### src/m2bl_pkg.sv
package m2bl_pkg;

    localparam int MAX_X_POINTS  = 16;
    localparam int MAX_Y_POINTS  = 16;
    localparam int DATA_WIDTH    = 16;
    localparam int FRACTION_BITS = 16;

    localparam int X_IDX_W  = $clog2(MAX_X_POINTS);
    localparam int Y_IDX_W  = $clog2(MAX_Y_POINTS);
    localparam int CNT_W    = 5;
    localparam int GRID_D   = MAX_X_POINTS * MAX_Y_POINTS;
    localparam int GRID_AW  = $clog2(GRID_D);
    localparam int FRAC_W   = FRACTION_BITS + 1;
    localparam int ACC_W    = DATA_WIDTH + FRAC_W + 1;

    typedef enum logic [1:0] {
        CMD_WR_X   = 2'd0,
        CMD_WR_Y   = 2'd1,
        CMD_WR_MAP = 2'd2,
        CMD_LOOKUP = 2'd3
    } cmd_t;

    typedef enum logic [1:0] {
        ST_OK         = 2'd0,
        ST_ZERO_WIDTH = 2'd1,
        ST_BAD_INDEX  = 2'd2
    } status_t;

    localparam logic CFG_X_POINTS = 1'b0;
    localparam logic CFG_Y_POINTS = 1'b1;

    typedef struct packed {
        cmd_t                         cmd;
        logic                         idx_ok;
        logic [3:0]                   row;
        logic [3:0]                   col;
        logic signed [DATA_WIDTH-1:0] wv;
        logic signed [15:0]           qx;
        logic signed [15:0]           qy;
    } item_t;

    function automatic logic [CNT_W-1:0] used_count(input logic [CNT_W-1:0] r,
                                                    input logic [CNT_W-1:0] maxv);
        logic [CNT_W-1:0] v;
        begin
            v = r;
            if (r < CNT_W'(2))
                v = CNT_W'(2);
            else if (r > maxv)
                v = maxv;
            return v;
        end
    endfunction

endpackage

### src/m2bl_front.sv
module m2bl_front (
    input  logic                      clk,
    input  logic                      rst_n,
    input  logic                      in_valid,
    output logic                      in_ready,
    input  m2bl_pkg::item_t           in_item,
    input  logic [m2bl_pkg::CNT_W-1:0] nx,
    input  logic [m2bl_pkg::CNT_W-1:0] ny,
    output logic                      q_valid,
    input  logic                      q_pop,
    output m2bl_pkg::item_t           q_item
);
    import m2bl_pkg::*;

    item_t      buf_reg [2];
    logic       wr_ptr_reg, wr_ptr_next;
    logic       rd_ptr_reg, rd_ptr_next;
    logic [1:0] count_reg, count_next;
    item_t      cls;
    logic       push;
    logic       row_ok, col_ok;

    assign row_ok = {1'b0, in_item.row} < nx;
    assign col_ok = {1'b0, in_item.col} < ny;

    // tag write words whose index falls outside the axes in use
    always_comb
    begin
        cls = in_item;
        case (in_item.cmd)
            CMD_WR_X:   cls.idx_ok = row_ok;
            CMD_WR_Y:   cls.idx_ok = col_ok;
            CMD_WR_MAP: cls.idx_ok = row_ok && col_ok;
            default:    cls.idx_ok = 1'b1;
        endcase
    end

    assign in_ready = count_reg != 2'd2;
    assign push     = in_valid && in_ready;
    assign q_valid  = count_reg != 2'd0;
    assign q_item   = buf_reg[rd_ptr_reg];

    always_comb
    begin
        wr_ptr_next = wr_ptr_reg ^ push;
        rd_ptr_next = rd_ptr_reg ^ q_pop;
        count_next  = count_reg + {1'b0, push} - {1'b0, q_pop};
    end

    always_ff @(posedge clk or negedge rst_n)
    begin
        if (!rst_n)
        begin
            wr_ptr_reg <= 1'b0;
            rd_ptr_reg <= 1'b0;
            count_reg  <= 2'd0;
        end
        else
        begin
            wr_ptr_reg <= wr_ptr_next;
            rd_ptr_reg <= rd_ptr_next;
            count_reg  <= count_next;
        end
    end

    always_ff @(posedge clk)
    begin
        if (push)
        begin
            buf_reg[wr_ptr_reg] <= cls;
        end
    end
endmodule

### config.mk
export PLATFORM = sky130hd
export DESIGN_NAME = m2bl_front
export DESIGN_NICKNAME = d
export VERILOG_FILES = /design/src/m2bl_pkg.sv /design/src/m2bl_front.sv
export SDC_FILE = /design/constraint.sdc
export NUM_CORES = 1
export LEC_CHECK = 0
export BUFFER_PORTS_ARGS = -buffer_cell sky130_fd_sc_hd__buf_2
export CELL_PAD_IN_SITES_DETAIL_PLACEMENT = 0
export CELL_PAD_IN_SITES_GLOBAL_PLACEMENT = 1
export CORE_UTILIZATION = 30
export CTS_CLUSTER_DIAMETER = 50
export DETAILED_ROUTE_END_ITERATION = 16
export PLACE_DENSITY = 0.57
export SYNTH_ARGS = -nofsm -noshare
export SYNTH_HDL_FRONTEND = slang
export SYNTH_SLANG_ARGS = --single-unit
### constraint.sdc
create_clock -name clk -period 4.4 [get_ports clk]
set_input_delay 0.88 -clock clk [delete_from_list [all_inputs] [get_ports clk]]
set_output_delay 0.88 -clock clk [all_outputs]
set_load 0.05 [all_outputs]
==> impl_metrics.yaml <==
status:
  status: "complete, no violations"
final_layout:
  drive_gt1_share_pct: 58.49
  instances_no_fill: 600
  fin_nets: 453
  largest_reg_flops: 118
  area_growth_pct: 29.51
timing:
  slew_viol_final: 0
  hold_viol_final: 0
  setup_viol: 0
  min_period_ps: 3015
  relSlewSlack_pct: 39.66
  rsz0062_at_grt: "no"
  worst_pin_slew_ps: 905.1
  setup_tns_ps: 0
  fmax_mhz: 331.7
  worst_hold_slack_ps: 265.4
  clock_skew_ps: 3.878
  post-route-period-util_pct: 68.53
synth:
  ys.warnings.count: 0
  syn_nets: 308
  yosysMostFrequentCell: "edfxtp_1"
  synth_area_sq_mm: 0.004940
  synth_area_per_cell_sq_um: 21.95
  synth-edff-count: 118
  synth.yosys.seq_area_share_pct: 73.76
  synth_top_area_cell: "edfxtp_1"
  synth.ff_latch_count: 122
  synthTopCellsByCount: "edfxtp_1, mux2_4, ha_1, inv_1, buf_12"
  synth_top_area_share_pct: 71.73
  yosysUniqueCellTypes: 19
  ys_async_sr_fraction_pct: 3.279
  netlist_instances: 225
  yosys-top-cells-area: "edfxtp_1, mux2_4, ha_1, buf_12, dfrtp_1"
  synth_ff_type: "edfxtp_1"
placed_design:
  io_buffers: 132
  gp_congestion: 0.6843
  dp_cells: 567
  dp_hpwl_mm: 5.387
clock_tree:
  numCtsBuffers: 17
  cts.path.max_buffers: 2
  clk_pin_slew_ps: 50
  cts_tree: "done"
  htreeDepth: 4
  cts_setup_buffers: 0
  clock_latency_ps: 410
  ctsHoldBuffers: 0
  cts_resized: 0
  root_buffer: "clkbuf_16"
  clock_sinks: 122
floorplanning:
  die_y_um: 130.3
  dieArea_sq_mm: 0.01698
  coreArea_sq_mm: 0.01600
  start_util_pct: 30.87
  io_pins: 134
  dieWidth_um: 130.3
  std_cell_rows: 46
route:
  wl_per_cell_um: 14.55
  wl_mm: 8.727
  ant_nets: 0
  drc: 0
  first_pass_iters: 4
  drt-initial-drc-count: 169
  vias: 2463
  viasPerCell: 4.105
pwr:
  seq_power_share_pct: 33.6
  power_density_mw_per_mm2: 807.5
  p_sw_w: 0.001971
  internal_power_w: 0.003195
  leakagePower_nw: 2.615
  p_comb_share_pct: 38.8
  p_clk_share_pct: 27.6
  peakVddDrop_mv: 0.2734
  p_sw_share_pct: 38.16
global_routing:
  overflow: 0
  grt_pass1_vias: 2587
  antenna_found_initial: 1
  grt_first_pass_wirelength_mm: 12.99
  grt_max_degree: 60
  grt_usage_pct: 10.75
setup_path:
  critical_path_class: "register to output pin"
  startpoint_type: "register"
  cp-end-kind: "output pin"
  path_max_fanout: 34
  worstPathRequired_ps: 3520
  worstPathArrival_ps: 2140
run:
  cap_violations: 0
worst_hold_path:
  hold_class: "input pin to async pin"
## worst paths after layout
path                       cells past startpoint  slack [ps]                 endpoint              startpoint
min reg2reg                                    1         500   count_reg[1]$_DFF_PN0_  count_reg[1]$_DFF_PN0_
max in group asynchronous                      1        4000     rd_ptr_reg$_DFF_PN0_                   rst_n
max reg2reg                                    4        2510  buf_reg[0][4]$_DFFE_PP_  count_reg[1]$_DFF_PN0_
max                                            3        1380               q_item[21]    rd_ptr_reg$_DFF_PN0_
min                                            1         270   count_reg[0]$_DFF_PN0_                   rst_n
min in group clk                               1         500   count_reg[1]$_DFF_PN0_  count_reg[1]$_DFF_PN0_
## kinds of logic after synthesis
kind of cell	count (synthesis)	share of synthesized area, %
xor+xnor	3	0.5320
fa+ha+maj	10	2.533
mux	59	17.93
flops	122	73.76
compound gates	8	1.165
simple gates	6	0.6585
buf+inv	17	3.420
## stage by stage
| step | instance area [sq um] | utilization, % | power [W] | worst slack (ps) |
|---|---|---|---|---|
| floorplan | 4940 | - | 0.003488 | 1506 |
| global placement | 5788 | 36.17 | 0.003791 | 1784 |
| detailed placement | 5788 | 36.17 | 0.003809 | 1783 |
| CTS | 6395 | 39.97 | 0.005258 | 1321 |
| global route | 6395 | 39.97 | 0.005398 | 1294 |
| finish | 6397 | 39.98 | 0.005166 | 1385 |
## metal layers
metal  vias up  wire [um]  GRT usage [%]
met3        15        769          5.043
met2        94       4123          16.90
met5         -          0              0
met4         0        178          6.566
met1      1187       3656          11.82
li1       1167          -              -
## layout by cell type, fill, tap and decap left out, drive strengths merged, types with 4 or more instances in the layout
cell	count
ha	10
clkbuf	17
mux2	59
dfrtp	4
clkinv	8
inv	10
bufinv	4
edfxtp	118
buf	133
## critical path, cell delays in order, from the launching register on
cell and delay (ps):
dfrtp_4 790, buf_12 340, mux2_4 340, buf_2 210
## layout make-up
type	count	area, sq um
Antenna cell	1	2.502
Sequential cell	122	3647
Clock inverter	15	181.4
Multi-Input combinational cell	86	1152
Inverter	10	37.54
Tap cell	216	270.3
Timing Repair Buffer	133	680.7
Fill cell	1521	9603
Clock buffer	17	425.4
## power by group through the flow
stage	Sequential, W	Combinational (W)	Clock (W)
finish	0.00173	0.00200	0.00143
global route	0.00177	0.00212	0.00151
CTS	0.00174	0.00204	0.00147
detailed placement	0.00177	0.00204	0
global placement	0.00175	0.00204	0
floorplan	0.00167	0.00181	0
(Power assumes the default switching activity.)
